File: config.mk
export PLATFORM = sky130hd
export DESIGN_NAME = password_door_lock_controller_core
export DESIGN_NICKNAME = d
export VERILOG_FILES = /design/src/rtl/pdlc_pkg.sv /design/src/rtl/password_door_lock_controller_core.sv /design/src/rtl/pdlc_cfg.sv /design/src/rtl/pdlc_fsm.sv /design/src/rtl/pdlc_out_q.sv
export VERILOG_INCLUDE_DIRS = /design/src /design/src/rtl
export SDC_FILE = /design/constraint.sdc
export NUM_CORES = 1
export LEC_CHECK = 0
export BUFFER_PORTS_ARGS = -buffer_cell sky130_fd_sc_hd__buf_4
export CORE_MARGIN = 2
export CORE_UTILIZATION = 40
export CTS_CLUSTER_SIZE = 8
export DETAILED_ROUTE_END_ITERATION = 10
export PLACE_DENSITY = 0.59
export SLEW_MARGIN = 0
export SYNTH_ARGS = -nofsm -noshare
export SYNTH_HDL_FRONTEND = slang
export SYNTH_SLANG_ARGS = --single-unit
File: constraint.sdc
create_clock -name clk -period 6.5 [get_ports clk]
set_clock_uncertainty 0.15 [all_clocks]
set_input_delay 0.65 -clock clk [delete_from_list [all_inputs] [get_ports clk]]
set_output_delay 0.65 -clock clk [all_outputs]
set_load 0.05 [all_outputs]
File: src/rtl/password_door_lock_controller_core_assert.svh
// assertion macros for the door-lock controller core
// expects clk and arst_n in the scope of each use
`ifndef PASSWORD_DOOR_LOCK_CONTROLLER_CORE_ASSERT_SVH
`define PASSWORD_DOOR_LOCK_CONTROLLER_CORE_ASSERT_SVH

// same-cycle implication
`define PDLC_ASSERT_SAME(label, ante, cons) \
	label: assert property (@(posedge clk) disable iff (!arst_n) (ante) |-> (cons)) \
		else $error("pdlc: same-cycle check failed");

// next-cycle implication
`define PDLC_ASSERT_NEXT(label, ante, cons) \
	label: assert property (@(posedge clk) disable iff (!arst_n) (ante) |=> (cons)) \
		else $error("pdlc: next-cycle check failed");

`endif

File: src/rtl/pdlc_pkg.sv
// shared constants, types and the timed-stage settle function of the door-lock controller
// no dependencies
package pdlc_pkg;

	localparam int PW_LEN = 5;
	localparam int IDX_W = (PW_LEN > 1) ? $clog2(PW_LEN) : 1;
	localparam logic [IDX_W-1:0] IDX_LAST = IDX_W'(PW_LEN - 1);

	localparam logic [3:0] PH_SETUP_PW   = 4'd0;
	localparam logic [3:0] PH_SETUP_CONF = 4'd1;
	localparam logic [3:0] PH_IDLE       = 4'd2;
	localparam logic [3:0] PH_PLUS       = 4'd3;
	localparam logic [3:0] PH_MINUS_OLD  = 4'd4;
	localparam logic [3:0] PH_MINUS_NEW  = 4'd5;
	localparam logic [3:0] PH_MINUS_CONF = 4'd6;
	localparam logic [3:0] PH_OPEN       = 4'd7;
	localparam logic [3:0] PH_HOLD       = 4'd8;
	localparam logic [3:0] PH_CLOSE      = 4'd9;
	localparam logic [3:0] PH_ALARM      = 4'd10;

	localparam logic [1:0] MOTOR_STOP = 2'd0;
	localparam logic [1:0] MOTOR_CW   = 2'd1;
	localparam logic [1:0] MOTOR_ACW  = 2'd2;

	localparam logic [7:0] CMD_PLUS  = 8'h2B;
	localparam logic [7:0] CMD_MINUS = 8'h2D;

	localparam int REG_IDX_W = 3;
	localparam int REG_DATA_W = 16;
	localparam logic [REG_IDX_W-1:0] REG_OPEN_SECONDS  = 3'd0;
	localparam logic [REG_IDX_W-1:0] REG_HOLD_SECONDS  = 3'd1;
	localparam logic [REG_IDX_W-1:0] REG_CLOSE_SECONDS = 3'd2;
	localparam logic [REG_IDX_W-1:0] REG_ALARM_SECONDS = 3'd3;
	localparam logic [REG_IDX_W-1:0] REG_MAX_FAILURES  = 3'd4;

	localparam logic [15:0] RST_OPEN_SECONDS  = 16'd15;
	localparam logic [15:0] RST_HOLD_SECONDS  = 16'd3;
	localparam logic [15:0] RST_CLOSE_SECONDS = 16'd15;
	localparam logic [15:0] RST_ALARM_SECONDS = 16'd60;
	localparam logic [3:0]  RST_MAX_FAILURES  = 4'd3;

	localparam int QD = 4;
	localparam int QA_W = $clog2(QD);
	localparam int QC_W = $clog2(QD + 1);

	typedef struct packed {
		logic [15:0] open_s;
		logic [15:0] hold_s;
		logic [15:0] close_s;
		logic [15:0] alarm_s;
		logic [3:0]  max_fail;
	} cfg_t;

	typedef struct packed {
		logic [3:0]  phase;
		logic [15:0] secs;
		logic [1:0]  motor;
		logic        alarm;
	} ctl_t;

	typedef struct packed {
		logic       reply_valid;
		logic [7:0] reply_byte;
		logic [1:0] motor;
		logic       buzzer;
		logic       busy;
		logic       last;
	} res_t;

	function automatic logic is_busy(logic [3:0] ph);
		return (ph >= PH_OPEN) && (ph <= PH_ALARM);
	endfunction

	// walks through timed stages whose count is already zero
	function automatic ctl_t settle(ctl_t c, cfg_t g);
		ctl_t r;
		r = c;
		for (int k = 0; k < 4; k++) begin
			if (is_busy(r.phase) && (r.secs == 16'd0)) begin
				case (r.phase)
					PH_OPEN: begin
						r.phase = PH_HOLD;
						r.motor = MOTOR_STOP;
						r.secs = g.hold_s;
					end
					PH_HOLD: begin
						r.phase = PH_CLOSE;
						r.motor = MOTOR_ACW;
						r.secs = g.close_s;
					end
					PH_CLOSE: begin
						r.phase = PH_IDLE;
						r.motor = MOTOR_STOP;
					end
					default: begin
						r.phase = PH_IDLE;
						r.alarm = 1'b0;
					end
				endcase
			end
		end
		return r;
	endfunction

endpackage

File: src/rtl/password_door_lock_controller_core.sv
// Door-lock controller core. Takes one item per clock unless the result queue stalls it: tuser 0
// is a received byte in tdata, tuser 1 is a one-second tick. Each item is registered, processed
// and gives one or two results, which go through a four-entry result queue; input is held off
// only when the queue has fewer than two free entries. Configuration must be written through
// the plain write port only while idle by the user; the block itself does not enforce it.
// Depends on pdlc_pkg, pdlc_cfg, pdlc_fsm, pdlc_out_q and the assertion macro header.
`include "password_door_lock_controller_core_assert.svh"
module password_door_lock_controller_core
	import pdlc_pkg::*;
(
	input  logic                  clk,
	input  logic                  arst_n,
	input  logic                  s_tvalid,
	output logic                  s_tready,
	input  logic [7:0]            s_tdata,  // rx_byte
	input  logic                  s_tuser,  // action
	output logic                  m_tvalid,
	input  logic                  m_tready,
	output logic [15:0]           m_tdata,  // reply_byte, motor_drive, alarm_sound, busy_res, pad
	output logic                  m_tuser,  // reply_valid
	output logic                  m_tlast,
	input  logic                  wr_en,
	input  logic [REG_IDX_W-1:0]  wr_index,
	input  logic [REG_DATA_W-1:0] wr_data
);

	cfg_t       cfg;
	res_t       res0, res1, head;
	logic       two, room, fire;
	logic       valid_s1, action_s1;
	logic [7:0] byte_s1;

	assign fire = valid_s1 && room;
	assign s_tready = !valid_s1 || room;

	always_ff @(posedge clk or negedge arst_n) begin
		if (!arst_n)
			valid_s1 <= 1'b0;
		else if (s_tready)
			valid_s1 <= s_tvalid;
	end

	always_ff @(posedge clk) begin
		if (s_tvalid && s_tready) begin
			action_s1 <= s_tuser;
			byte_s1 <= s_tdata;
		end
	end

	pdlc_cfg u_cfg (
		.clk(clk),
		.arst_n(arst_n),
		.wr_en(wr_en),
		.wr_index(wr_index),
		.wr_data(wr_data),
		.cfg(cfg)
	);

	pdlc_fsm u_fsm (
		.clk(clk),
		.arst_n(arst_n),
		.go(fire),
		.action(action_s1),
		.rx_byte(byte_s1),
		.cfg(cfg),
		.res0(res0),
		.res1(res1),
		.two(two)
	);

	pdlc_out_q u_out_q (
		.clk(clk),
		.arst_n(arst_n),
		.push(fire),
		.two(two),
		.res0(res0),
		.res1(res1),
		.pop(m_tready),
		.room(room),
		.head_valid(m_tvalid),
		.head(head)
	);

	assign m_tdata = {4'd0, head.busy, head.buzzer, head.motor, head.reply_byte};
	assign m_tuser = head.reply_valid;
	assign m_tlast = head.last;

	`PDLC_ASSERT_SAME(a_idle_quiet, m_tvalid && !head.busy, head.motor == MOTOR_STOP && !head.buzzer)
	`PDLC_ASSERT_SAME(a_alarm_no_motor, m_tvalid && head.buzzer, head.motor == MOTOR_STOP)
	`PDLC_ASSERT_NEXT(a_result_queued, fire, m_tvalid)
	`PDLC_ASSERT_NEXT(a_stall_holds, valid_s1 && !room, valid_s1 && $stable(byte_s1))

endmodule

File: src/rtl/pdlc_cfg.sv
// configuration register file of the door-lock controller
// depends on pdlc_pkg
module pdlc_cfg
	import pdlc_pkg::*;
(
	input  logic                  clk,
	input  logic                  arst_n,
	input  logic                  wr_en,
	input  logic [REG_IDX_W-1:0]  wr_index,
	input  logic [REG_DATA_W-1:0] wr_data,
	output cfg_t                  cfg
);

	cfg_t cfg_q;

	always_ff @(posedge clk or negedge arst_n) begin
		if (!arst_n) begin
			cfg_q.open_s <= RST_OPEN_SECONDS;
			cfg_q.hold_s <= RST_HOLD_SECONDS;
			cfg_q.close_s <= RST_CLOSE_SECONDS;
			cfg_q.alarm_s <= RST_ALARM_SECONDS;
			cfg_q.max_fail <= RST_MAX_FAILURES;
		end else if (wr_en) begin
			case (wr_index)
				REG_OPEN_SECONDS: cfg_q.open_s <= wr_data;
				REG_HOLD_SECONDS: cfg_q.hold_s <= wr_data;
				REG_CLOSE_SECONDS: cfg_q.close_s <= wr_data;
				REG_ALARM_SECONDS: cfg_q.alarm_s <= wr_data;
				REG_MAX_FAILURES: cfg_q.max_fail <= wr_data[3:0];
				default: ;
			endcase
		end
	end

	assign cfg = cfg_q;

endmodule

File: src/rtl/pdlc_fsm.sv
// controller state and single-pass step logic: password entry, compare, door and alarm timing
// depends on pdlc_pkg
module pdlc_fsm
	import pdlc_pkg::*;
(
	input  logic       clk,
	input  logic       arst_n,
	input  logic       go,
	input  logic       action,
	input  logic [7:0] rx_byte,
	input  cfg_t       cfg,
	output res_t       res0,
	output res_t       res1,
	output logic       two
);

	ctl_t             ctl_q, ctl_d;
	logic [IDX_W-1:0] idx_q, idx_d;
	logic             match_q, match_d;
	logic [3:0]       fail_q, fail_d;
	logic [7:0]       entry_q [PW_LEN];
	logic [7:0]       stored_q [PW_LEN];

	logic       entry_we, copy_en, fail_path;
	logic [1:0] n_rep;
	logic [7:0] rep0, rep1;
	logic [7:0] cmp_byte;
	logic       m;
	logic [3:0] fcnt;
	ctl_t       tmp;

	always_comb begin
		ctl_d = ctl_q;
		idx_d = idx_q;
		match_d = match_q;
		fail_d = fail_q;
		entry_we = 1'b0;
		copy_en = 1'b0;
		fail_path = 1'b0;
		n_rep = 2'd0;
		rep0 = 8'd0;
		rep1 = 8'd0;
		tmp = ctl_q;
		cmp_byte = ((ctl_q.phase == PH_SETUP_CONF) || (ctl_q.phase == PH_MINUS_CONF)) ?
			entry_q[idx_q] : stored_q[idx_q];
		if ((ctl_q.phase == PH_SETUP_PW) || (ctl_q.phase == PH_MINUS_NEW))
			m = match_q;
		else
			m = match_q & (cmp_byte == rx_byte);
		fcnt = fail_q + 4'd1;

		if (!action) begin
			if (!is_busy(ctl_q.phase)) begin
				if (ctl_q.phase == PH_IDLE) begin
					if (rx_byte == CMD_PLUS) begin
						ctl_d.phase = PH_PLUS;
						idx_d = '0;
						match_d = 1'b1;
					end else if (rx_byte == CMD_MINUS) begin
						ctl_d.phase = PH_MINUS_OLD;
						idx_d = '0;
						match_d = 1'b1;
					end
				end else begin
					entry_we = (ctl_q.phase == PH_SETUP_PW) || (ctl_q.phase == PH_MINUS_NEW);
					match_d = m;
					if (idx_q != IDX_LAST) begin
						idx_d = idx_q + 1'b1;
					end else begin
						idx_d = '0;
						match_d = 1'b1;
						case (ctl_q.phase)
							PH_SETUP_PW: ctl_d.phase = PH_SETUP_CONF;
							PH_SETUP_CONF: begin
								n_rep = 2'd1;
								rep0 = {7'd0, m};
								copy_en = m;
								ctl_d.phase = m ? PH_IDLE : PH_SETUP_PW;
							end
							PH_PLUS: begin
								n_rep = 2'd1;
								rep0 = {7'd0, m};
								if (m) begin
									fail_d = 4'd0;
									tmp.phase = PH_OPEN;
									tmp.motor = MOTOR_CW;
									tmp.secs = cfg.open_s;
									ctl_d = settle(tmp, cfg);
								end else begin
									fail_path = 1'b1;
								end
							end
							PH_MINUS_OLD: begin
								n_rep = 2'd1;
								rep0 = {7'd0, m};
								if (m) begin
									fail_d = 4'd0;
									ctl_d.phase = PH_MINUS_NEW;
								end else begin
									fail_path = 1'b1;
								end
							end
							PH_MINUS_NEW: ctl_d.phase = PH_MINUS_CONF;
							default: begin
								n_rep = 2'd1;
								rep0 = {7'd0, m};
								copy_en = m;
								ctl_d.phase = PH_IDLE;
							end
						endcase
						if (fail_path) begin
							n_rep = 2'd2;
							rep1 = {4'd0, fcnt};
							if (fcnt >= cfg.max_fail) begin
								fail_d = 4'd0;
								tmp.phase = PH_ALARM;
								tmp.alarm = 1'b1;
								tmp.secs = cfg.alarm_s;
								ctl_d = settle(tmp, cfg);
							end else begin
								fail_d = fcnt;
								ctl_d.phase = PH_IDLE;
							end
						end
					end
				end
			end
		end else if (is_busy(ctl_q.phase)) begin
			if (ctl_q.secs != 16'd0)
				tmp.secs = ctl_q.secs - 16'd1;
			ctl_d = settle(tmp, cfg);
		end
	end

	always_comb begin
		res0.reply_valid = (n_rep != 2'd0);
		res0.reply_byte = rep0;
		res0.motor = ctl_d.motor;
		res0.buzzer = ctl_d.alarm;
		res0.busy = is_busy(ctl_d.phase);
		res0.last = (n_rep != 2'd2);
		res1.reply_valid = 1'b1;
		res1.reply_byte = rep1;
		res1.motor = ctl_d.motor;
		res1.buzzer = ctl_d.alarm;
		res1.busy = is_busy(ctl_d.phase);
		res1.last = 1'b1;
		two = (n_rep == 2'd2);
	end

	always_ff @(posedge clk or negedge arst_n) begin
		if (!arst_n) begin
			ctl_q.phase <= PH_SETUP_PW;
			ctl_q.secs <= 16'd0;
			ctl_q.motor <= MOTOR_STOP;
			ctl_q.alarm <= 1'b0;
			idx_q <= '0;
			match_q <= 1'b1;
			fail_q <= 4'd0;
		end else if (go) begin
			ctl_q <= ctl_d;
			idx_q <= idx_d;
			match_q <= match_d;
			fail_q <= fail_d;
		end
	end

	always_ff @(posedge clk) begin
		if (go && entry_we)
			entry_q[idx_q] <= rx_byte;
		if (go && copy_en)
			stored_q <= entry_q;
	end

endmodule

File: src/rtl/pdlc_out_q.sv
// result queue of the door-lock controller, takes one or two results per cycle, gives one per pop
// depends on pdlc_pkg
module pdlc_out_q
	import pdlc_pkg::*;
(
	input  logic clk,
	input  logic arst_n,
	input  logic push,
	input  logic two,
	input  res_t res0,
	input  res_t res1,
	input  logic pop,
	output logic room,
	output logic head_valid,
	output res_t head
);

	res_t            buf_q [QD];
	logic [QA_W-1:0] wr_q, rd_q;
	logic [QC_W-1:0] count_q;
	logic            pop_fire;
	logic [QA_W-1:0] wr_next;

	assign head_valid = (count_q != '0);
	assign pop_fire = head_valid && pop;
	assign room = (count_q <= QC_W'(QD - 2));
	assign head = buf_q[rd_q];
	assign wr_next = wr_q + 1'b1;

	always_ff @(posedge clk or negedge arst_n) begin
		if (!arst_n) begin
			wr_q <= '0;
			rd_q <= '0;
			count_q <= '0;
		end else begin
			if (push)
				wr_q <= wr_q + (two ? QA_W'(2) : QA_W'(1));
			if (pop_fire)
				rd_q <= rd_q + 1'b1;
			count_q <= count_q + (push ? (two ? QC_W'(2) : QC_W'(1)) : QC_W'(0))
				- (pop_fire ? QC_W'(1) : QC_W'(0));
		end
	end

	always_ff @(posedge clk) begin
		if (push) begin
			buf_q[wr_q] <= res0;
			if (two)
				buf_q[wr_next] <= res1;
		end
	end

endmodule
==> results of run 1 <==
[sequential cells by signal, summed over array words and instances (netlist names), 2 cells and up]
name             count
u_fsm.ctl_q         23
u_fsm.fail_q         4
u_out_q.rd_q         2
u_out_q.buf_q       40
u_cfg.cfg           68
u_fsm.idx_q          3
u_fsm.entry_q       40
byte_s1              8
u_out_q.wr_q         2
u_out_q.count_q      3
u_fsm.stored_q      40
[layer usage]
| metal | part of all wire [%] | up-vias | track usage (%) |
|---|---|---|---|
| li1 | - | 4637 | - |
| met1 | 45 | 4881 | 29.0 |
| met2 | 47 | 288 | 34.3 |
| met3 | 4.2 | 75 | 2.88 |
| met4 | 3.5 | 0 | 8.26 |
| met5 | 0 | - | 0 |
[metrics by stage]
step	total power, mW	cell area [um2]	std cells	util [%]	hold slack [ns]
3_5_place_dp	4.19	13800	1636	42.8	0.279
5_1_grt	6.21	14900	1699	46.0	0.0422
6_report	5.87	14900	1699	46.0	0.0145
3_3_place_gp	4.17	13800	1636	42.8	0.274
2_1_floorplan	3.62	13100	1214	-	0.204
4_1_cts	5.92	14900	1699	46.0	0.0253
[cells in the final DEF, fill, tap and decap left out, types with 17 or more instances in the layout]
cell type  Yosys  routed
mux2i_1       49      49
clkbuf_16      0      37
nor3_1        29      23
buf_4          9      62
nor4_1        29      29
a21oi_1       57      57
nor2_1        94      92
o21ai_0       72      72
edfxtp_1     121     121
mux2_2        73      73
dfstp_2       17      17
a221oi_1      18      18
dfrtp_1       90      90
o22ai_1       24      24
a22oi_1       25      25
nand2_1       90      90
inv_1         31      31
clkbuf_1      51      25
a22o_1        30      30
nand3_1       25      25
[cells by family after synthesis]
group | synth area share, %
adder cells (fa/ha/maj) | 1.59
flip-flops | 49.8
AND/OR/NAND/NOR | 15.1
other | 0.0287
buffers and inverters | 3.83
AO/OA/AOI/OAI | 16.1
multiplexers | 11.8
XOR/XNOR | 1.81
[cells in the mapped netlist (5+ instances only)]
master       n
ha_1        15
xor2_1      11
clkbuf_1    51
buf_2       12
edfxtp_1   121
a31oi_1      8
o22ai_1     24
o21ai_0     72
dfxtp_1      8
and2_1       9
or2_2        7
dfrtp_1     90
mux4_2      10
nand3b_1     6
nand2_1     90
nor4_1      29
nor2_1      94
nand2b_1    11
and3_1       6
nand3_1     25
xnor2_1     16
nor2b_1     10
a21o_1      15
a221oi_1    18
a21oi_1     57
o2bb2ai_1    5
dfstp_2     17
or3_1       11
o211ai_1     6
nor3_1      29
a22o_1      30
or4_1        8
inv_1       31
buf_4        9
mux2i_1     49
nand4_1      6
buf_1        8
mux2_2      73
a22oi_1     25
[power by group through the flow]
stage                     combinational [mW]  clock [mW]  sequential, mW
after floorplan                         1.62           0            2.00
after global placement                  1.93           0            2.25
after detailed placement                1.94           0            2.25
after CTS                               1.95        1.74            2.23
after global routing                    2.12        1.81            2.27
final                                   1.95        1.70            2.23
[worst register-to-register path, delay by kind of cell (launching register included)]
family,cells,cell delay (ns)
AOI/OAI and AO/OA,3,0.95
xor gates and xnor gates,1,0.16
buffers and inverters,3,1.09
DFF,1,0.84
muxes,2,0.33
and+or+nand+nor,6,1.44
[cell type report]
type | count | area (um2) | area share, %
timing repair buffer | 62 | 465 | 3.13
tap | 442 | 553 | 3.72
clock buffer | 63 | 1030 | 6.96
sequential | 236 | 6490 | 43.7
inverter | 34 | 128 | 0.859
multi-input combinational | 862 | 6180 | 41.6
[worst paths after layout]
check                                           start                            end  slack, ns
max                        u_fsm.idx_q[1]$_DFFE_PN0P_  u_out_q.buf_q[0][1]$_DFFE_PP_       1.29
min                                            arst_n      u_cfg.cfg[65]$_DFFE_PN0P_       0.01
max reg2reg                u_fsm.idx_q[1]$_DFFE_PN0P_  u_out_q.buf_q[0][1]$_DFFE_PP_       1.29
min reg2reg                u_fsm.entry_q[0]$_DFFE_PP_    u_fsm.stored_q[0]$_DFFE_PP_       0.28
max in group asynchronous                      arst_n    u_fsm.ctl_q[22]$_DFFE_PN0P_       4.94
min in group clk                           s_tdata[5]           byte_s1[5]$_DFFE_PP_       0.18
==> out/results.ini, run 1 <==
[global_route]
antenna_found_initial = 0
grt_util_all_layers_pct = 21.3
grt-ovfl-total = 0
grt_max_degree = 64
grt_first_pass_wirelength_um = 56200
grt_pass1_vias = 9784

[power]
p_comb_share_pct = 33.2
p_switching_mw = 2.19
vdd_drop_max_mv = 0.227
p_int_mw = 3.69
cellPowerDensity_nw_per_um2 = 395
p_clk_share_pct = 28.9
swShare_pct = 37.2
p_seq_share_pct = 37.9
p_leak_nw = 5.63

[worst_setup_path]
crit_arrival_ns = 5.30
crit_fanout = 21
crit_buf_inv = 3
end_kind = flip-flop
slowest_stage = dfrtp_1
start_kind = flip-flop
crit_chain = buf_4 > mux2i_1 > nor2_1 > a2111oi_0 > a31oi_1 > xnor2_1 > nand4_1 > or3_1 > and3_1 > inv_1 > nor2_1 > a21oi_1 > inv_1 > nand3_1 > mux2i_1
ff2ff_path_depth = 15
max_stage_delay_ns = 0.84
cp.required_ns = 6.60
cp.depth = 15
setup.worst_path.class = flip-flop to flip-flop
critPathTopFamily = simple AND/OR/NAND/NOR gates

[logic_synthesis]
ys_seq_area_share_pct = 49.8
synth_edf_count = 121
synth_cells = 1207
synth.top_cell.area_share_pct = 27.9
ys_types = 89
ys_ff_latch = 236
netlist_area_um2 = 13000
synthFlopType = edfxtp_1
yosysWarnings = 0
ys_async_sr_fraction_pct = 45.3
synth_area_leaders = edfxtp_1, dfrtp_1, mux2_2
syn_avg_cell_area_um2 = 10.8
yosysTopAreaCell = edfxtp_1

[timing]
tightest_slew_ns = 1.07
slew_violations = 0
fmax_mhz = 192
tns_ns = 0
setup_viol = 0
final_hold_viol_count = 0
layout_min_cycle_time_ns = 5.21
fin_ws_ns = 1.29
relSlewSlack_pct = 28.3
rsz0062_at_grt = no
period_share_pct = 80.1

[clock_network]
cts_made_buffers = 35
post_cts.repair.setup_buffers = 0
tritoncts = done
clkTransAtPathRegs_ns = 0.05
cts_sinks = 236
clock_path_buffers = 3
cts_hold_buf = 0
htreeDepth = 2
clock_latency_ns = 0.50
cts-resized-gates = 0
clock_tree.root_cell = clkbuf_16

[layout]
nFillCells = 3033
area_growth_syn_to_layout_pct = 13.8
nNetsFinal = 1280
drive_gt1_share_pct = 19.3
diodes = 0

[die]
start_util_pct = 40.4
die-width_um = 185
die_area_um2 = 34100
core_area_um2 = 32300
rows = 66
dieHeight_um = 185
io_pins = 53

[drt]
postRouteAntennaNets = 0
vias = 9881
totalWireLength_um = 35500
routed_via_density = 5.82
drtIter0Drc = 854
drc = 0
drt_pre_antenna_iters = 5
wire_per_inst_um = 20.9

[status]
status = finished clean

[place]
place_ws_ns = 1.33
io_buffers = 44
hpwl_um = 25200
gp_congestion = 0.919

[flow_run]
cap_violations = 0

[min_path]
hp-class = input pin to asynchronous set/reset pin

Power figures use the tool's default switching activity.
==> inputs of run 2 (changes only) <==
ABC_AREA = 1   (was default)
clock period = 5.1 ns   (was 6.5 ns; I/O delays follow)
==> run 2 against run 1 <==
Sequential share of layout area decreased by 1.8 points; hold slack gained 0.0082 ns; via count up 19%; critical path depth increased by 10; wire length rose by 9.8%; power up 46%; register-to-register slack got worse by 0.85 ns; critical path type unchanged; largest cell class unchanged; largest power group is now combinational logic.
==> out/results.ini, run 2 <==
[status]
status = finished clean

[layout]
diodes = 0
largest_register_ff_count = 68
seq_area_um2 = 6490
final_cell_mix = nand2_1, inv_1, nor2_1
final_common_cell = nand2_1
nFillCells = 3382
drive_gt1_share_pct = 10.4
design_area_um2 = 15500
area_growth_syn_to_layout_pct = 14.2
nNetsFinal = 1838
multi_input_area_um2 = 5930

[worst_setup_path]
cp.required_ns = 5.21
cp-startpoint = u_fsm.ctl_q[3]$_DFFE_PN0P_
ff2ff_path_depth = 25
max_stage_delay_ns = 0.40
slowest_stage = nor3_4
end_kind = flip-flop
worstReg2RegStart = u_fsm.ctl_q[3]$_DFFE_PN0P_
crit_fanout = 20
reg2reg_setup_slack_ns = 0.44
timing.rr.end = u_out_q.buf_q[1][1]$_DFFE_PP_
start_kind = flip-flop
setup.worst_path.class = flip-flop to flip-flop
cp-endpoint = u_out_q.buf_q[1][1]$_DFFE_PP_
crit_arrival_ns = 4.77
cpMostUsedCell = nand2_1

[place]
hpwl_um = 29000
io_buffers = 44
gp_congestion = 0.960
post_dp_cell_area_um2 = 14400

[logic_synthesis]
muxShareOfSynthArea_pct = 0.0737
ys_ff_latch = 236
synth_edf_count = 121
synth.top_cell.area_share_pct = 26.8
synth_top_family_by_area = simple AND/OR/NAND/NOR gates
syn_avg_cell_area_um2 = 7.85
synth_common_cells = nand2_1, inv_1, nor2_1, o21ai_0, edfxtp_1
synth.most_common_cell = nand2_1
netlist_area_um2 = 13600
ys_seq_area_share_pct = 47.8
synthAdderAreaFrac_pct = 1.53
yosysWarnings = 0
ys_async_sr_fraction_pct = 45.3
synth_area_leaders = edfxtp_1, dfrtp_1, nand2_1
synth-xor-area-share_pct = 0.903
synthFlopType = edfxtp_1
synth_compound_area_share_pct = 14.5
yosysTopAreaCell = edfxtp_1
synthSimpleGateAreaFrac_pct = 26.2
synth_cells = 1731
ys_types = 52

[clock_network]
htreeDepth = 2
cts_made_buffers = 35
clock_latency_ns = 0.53
clock_path_buffers = 3
clock_tree.root_cell = clkbuf_16
tritoncts = done
clkTransAtPathRegs_ns = 0.05
cts_sinks = 236

[timing]
tns_ns = 0
slew_violations = 0
setup_viol = 0
tightest_slew_ns = 1.19
relSlewSlack_pct = 20.2
layout_min_cycle_time_ns = 4.66
fmax_mhz = 215
final_hold_viol_count = 0
period_share_pct = 91.3
rsz0062_at_grt = no

[drt]
routed_via_density = 5.21
drc = 0
wire_per_inst_um = 17.2
postRouteAntennaNets = 0
vias = 11800
drt_pre_antenna_iters = 5
drtIter0Drc = 959
totalWireLength_um = 38900

[die]
dieHeight_um = 188
start_util_pct = 40.6
die_area_um2 = 35400
io_pins = 53
die-width_um = 188
rows = 67
core_area_um2 = 33400

[power]
cellPowerDensity_nw_per_um2 = 554
vdd_drop_max_mv = 0.277
p_leak_nw = 6.85

[global_route]
grt_pass1_vias = 11200
grt_first_pass_wirelength_um = 62100
grt_max_degree = 56
grt_util_all_layers_pct = 22.1
antenna_found_initial = 0
grt-ovfl-total = 0

[min_path]
hp-class = input pin to flip-flop

[flow_run]
cap_violations = 0

run 2: final cells by class:
class,count,share of cell area [%]
Multi-Input combinational cell,1203,38.2
Clock buffer,59,6.23
Sequential cell,236,41.9
Inverter,232,5.62
Clock inverter,4,0.347
Tap cell,448,3.61
Timing Repair Buffer,81,4.10
run 2: metrics by stage:
step	util, %	hold slack [ns]	power (mW)	instances	setup slack [ns]
after CTS	46.2	0.0124	8.62	2260	0.320
after global routing	46.4	0.00598	9.24	2263	0.00613
after floorplan	-	0.0644	5.35	1738	0.456
after global placement	43.2	0.282	6.41	2196	0.396
final	46.4	0.0228	8.60	2263	0.444
after detailed placement	43.2	0.285	6.44	2196	0.349
run 2: what timing repair did:
| action | 4_1_cts | 5_1_grt |
|---|---|---|
| buffers inserted | 0 | 3 |
| hold buffers | 1 | 0 |
| hold endpoints to repair | 39 | 0 |
| setup endpoints to repair | 0 | 4 |
| gates resized for setup | 0 | 2 |
run 2: per-layer routing:
metal	GRT usage, %	part of all wire (%)
met4	7.54	3.3
met3	2.79	4.6
met5	0	0
met2	36.7	47
met1	30.0	46
run 2: worst min path at each step:
stage | from | to | slack, ns | depth (start not counted)
after floorplan | arst_n | u_cfg.cfg[10]$_DFFE_PN0P_ | 0.06 | 0
after global routing | s_tdata[0] | byte_s1[0]$_DFFE_PP_ | 0.006 | 1
after CTS | s_tdata[6] | byte_s1[6]$_DFFE_PP_ | 0.01 | 1
after detailed placement | u_fsm.entry_q[5]$_DFFE_PP_ | u_fsm.stored_q[5]$_DFFE_PP_ | 0.28 | 0
after global placement | u_fsm.entry_q[25]$_DFFE_PP_ | u_fsm.stored_q[25]$_DFFE_PP_ | 0.28 | 0
final | s_tdata[6] | byte_s1[6]$_DFFE_PP_ | 0.02 | 1
run 2: cell families (layout without fill, tap and decap cells):
group	Yosys count	count (layout)
DFF	236	236
other	1	8
xor gates and xnor gates	14	14
adders and majority gates	16	16
AOI/OAI and AO/OA	327	327
muxes	1	1
buffers and inverters	299	376
and+or+nand+nor	837	837
run 2: power by group:
| group | switching, mW | internal, mW |
|---|---|---|
| clock network | 0.851 | 1.30 |
| registers | 0.380 | 2.40 |
| logic | 2.49 | 1.19 |
run 2: critical path, delay by kind of cell, from the launching register on:
kind | cells | cell delay [ns]
and+or+nand+nor | 21 | 2.81
adders and majority gates | 1 | 0.27
buffers and inverters | 1 | 0.21
DFF | 1 | 0.39
AOI/OAI and AO/OA | 2 | 0.57
==> inputs of run 3 (changes only) <==
--- a/constraint.sdc
+++ b/constraint.sdc
@@ -3,3 +3,3 @@
 set_input_delay 0.51 -clock clk [delete_from_list [all_inputs] [get_ports clk]]
 set_output_delay 0.51 -clock clk [all_outputs]
-set_load 0.05 [all_outputs]
+set_load 0.005 [all_outputs]
==> run 3 against run 2 <==
Flip-flop and latch count unchanged; combinational power shrank 6.5%; worst setup slack improved by 0.046 ns; clock-buffer cell count unchanged; critical path depth unchanged; sequential share of layout area grew 0.051 points; register-to-register slack improved by 0.05 ns; final cell count hardly changed.
==> out/results.ini, run 3 (synthesis results as in run 2) <==
[status]
status = finished clean

[drt]
drc = 0
dr_wl_met2_um = 18200
drtIter0Drc = 929
drt_pre_antenna_iters = 5
wire_per_inst_um = 17.2
postRouteAntennaNets = 0
top_layer = met4
wl_met1_um = 17300
routed_via_density = 5.18
vias = 11700
totalWireLength_um = 38800
met3_length_um = 1970

[timing]
period_share_pct = 90.4
setup_viol = 0
fmax_mhz = 217
relSlewSlack_pct = 17.9
final_hold_viol_count = 0
layout_min_cycle_time_ns = 4.61
tightest_slew_ns = 1.23
tns_ns = 0
slew_violations = 0
rsz0062_at_grt = no

[die]
core_area_um2 = 33400
rows = 67
dieHeight_um = 188
io_pins = 53
die-width_um = 188
die_area_um2 = 35400
start_util_pct = 40.6

[worst_setup_path]
timing.rr.end = u_out_q.buf_q[1][1]$_DFFE_PP_
setup.worst_path.class = flip-flop to flip-flop
crit_arrival_ns = 4.71
end_kind = flip-flop
crit_fanout = 20
start_kind = flip-flop
worstReg2RegStart = u_fsm.ctl_q[3]$_DFFE_PN0P_
ff2ff_path_depth = 25
cp.required_ns = 5.20
reg2reg_setup_slack_ns = 0.49

[clock_network]
clkTransAtPathRegs_ns = 0.05
cts_sinks = 236
clock_latency_ns = 0.52
htreeDepth = 2
tritoncts = done
clock_tree.root_cell = clkbuf_16
clock_path_buffers = 3
cts_made_buffers = 35

[layout]
instances_no_fill = 2261
nNetsFinal = 1836
area_growth_syn_to_layout_pct = 14.1
final_cell_mix = nand2_1, inv_1, nor2_1
diodes = 0
largest_register_ff_count = 68
final_common_cell = nand2_1
fin_util_pct = 46.3
drive_gt1_share_pct = 10.4

[global_route]
grt_pass1_vias = 11400
antenna_found_initial = 0
grt_first_pass_wirelength_um = 61900
grt_max_degree = 56
grt-ovfl-total = 0
grt_util_all_layers_pct = 22.1

[min_path]
hp-class = input pin to flip-flop
holdPathEnd = byte_s1[3]$_DFFE_PP_
min_from = s_tdata[3]
hold_path_depth = 1

[place]
io_buffers = 44
hpwl_um = 29000
dp_cells = 2197
gp_congestion = 0.960

[power]
cellPowerDensity_nw_per_um2 = 537
p_leak_nw = 6.86
power_mw = 8.32
vdd_drop_max_mv = 0.257

[flow_run]
cap_violations = 0

==> run 3: cell types whose count changed in the layout (fill, tap and decap cells not counted), sizes merged <==
cell and delta:
buf -2
==> run 3: how the worst max path moves through the flow <==
| stage | start | to | slack [ns] | cells past startpoint |
|---|---|---|---|---|
| after floorplan | u_fsm.idx_q[2]$_DFFE_PN0P_ | u_fsm.stored_q[0]$_DFFE_PP_ | 0.46 | 16 |
| after global placement | u_fsm.ctl_q[3]$_DFFE_PN0P_ | u_out_q.buf_q[0][1]$_DFFE_PP_ | 0.40 | 27 |
| after detailed placement | u_fsm.ctl_q[3]$_DFFE_PN0P_ | u_out_q.buf_q[1][1]$_DFFE_PP_ | 0.37 | 25 |
| after CTS | u_fsm.ctl_q[3]$_DFFE_PN0P_ | u_out_q.buf_q[1][1]$_DFFE_PP_ | 0.34 | 25 |
| after global routing | u_fsm.ctl_q[3]$_DFFE_PN0P_ | u_out_q.buf_q[0][1]$_DFFE_PP_ | 0.002 | 29 |
| final | u_fsm.ctl_q[3]$_DFFE_PN0P_ | u_out_q.buf_q[1][1]$_DFFE_PP_ | 0.49 | 25 |
==> run 3: repair_timing <==
| item | CTS | global route |
|---|---|---|
| endpoints found under the setup margin | 0 | 8 |
| hold buffers | 1 | 0 |
| buffers inserted | 0 | 0 |
| endpoints found under the hold margin | 39 | 0 |
| gates resized for setup | 0 | 4 |
==> run 3: stage by stage <==
stage / hold slack, ns / instance area, um2 / setup WS (ns)
6_report: 0.0221 / 15500 / 0.489
5_1_grt: 0.00300 / 15500 / 0.00180
4_1_cts: 0.00542 / 15500 / 0.341
3_5_place_dp: 0.285 / 14400 / 0.366
3_3_place_gp: 0.282 / 14400 / 0.395
2_1_floorplan: 0.0644 / 13600 / 0.456
==> run 3: power by group <==
part	switching (mW)	internal, mW	total [mW]
combinational	2.25	1.18	3.43
sequential	0.349	2.40	2.75
clock	0.849	1.30	2.15
total	3.45	4.87	8.32
==> run 3: final cells by class <==
class	instances	area, um2
clock buffers	59	966
well taps	448	561
clock inverters	4	53.8
flip-flops and latches	236	6490
multi-input cells	1203	5940
repair buffers	79	608
inverters	232	871
fillers	3334	18000
==> run 3: routing by layer <==
layer / vias up / GRT usage [%]
met5: - / 0
met4: 0 / 7.75
met3: 78 / 3.33
met2: 311 / 37.1
met1: 5502 / 29.2
li1: 5823 / -
==> run 3: worst max-delay path: stages (launching register included) <==
cell and delay, ns:
dfrtp_1 0.38, inv_1 0.21, ha_1 0.27, nand2_2 0.17, nor2_4 0.18, nand2_4 0.16
nand2_2 0.17, inv_1 0.05, nor2_1 0.17, nand2_2 0.12, nor2_8 0.30, nand2_2 0.13
nand2_2 0.11, nand2_4 0.07, a21oi_2 0.24, nand3_4 0.29, o21bai_1 0.34, nor2_1 0.07
nand2_1 0.07, nor2_1 0.06, nand3_2 0.10, nand3_1 0.12, nand2_1 0.17, nand3_1 0.10
nand2_2 0.09, nor2_1 0.05
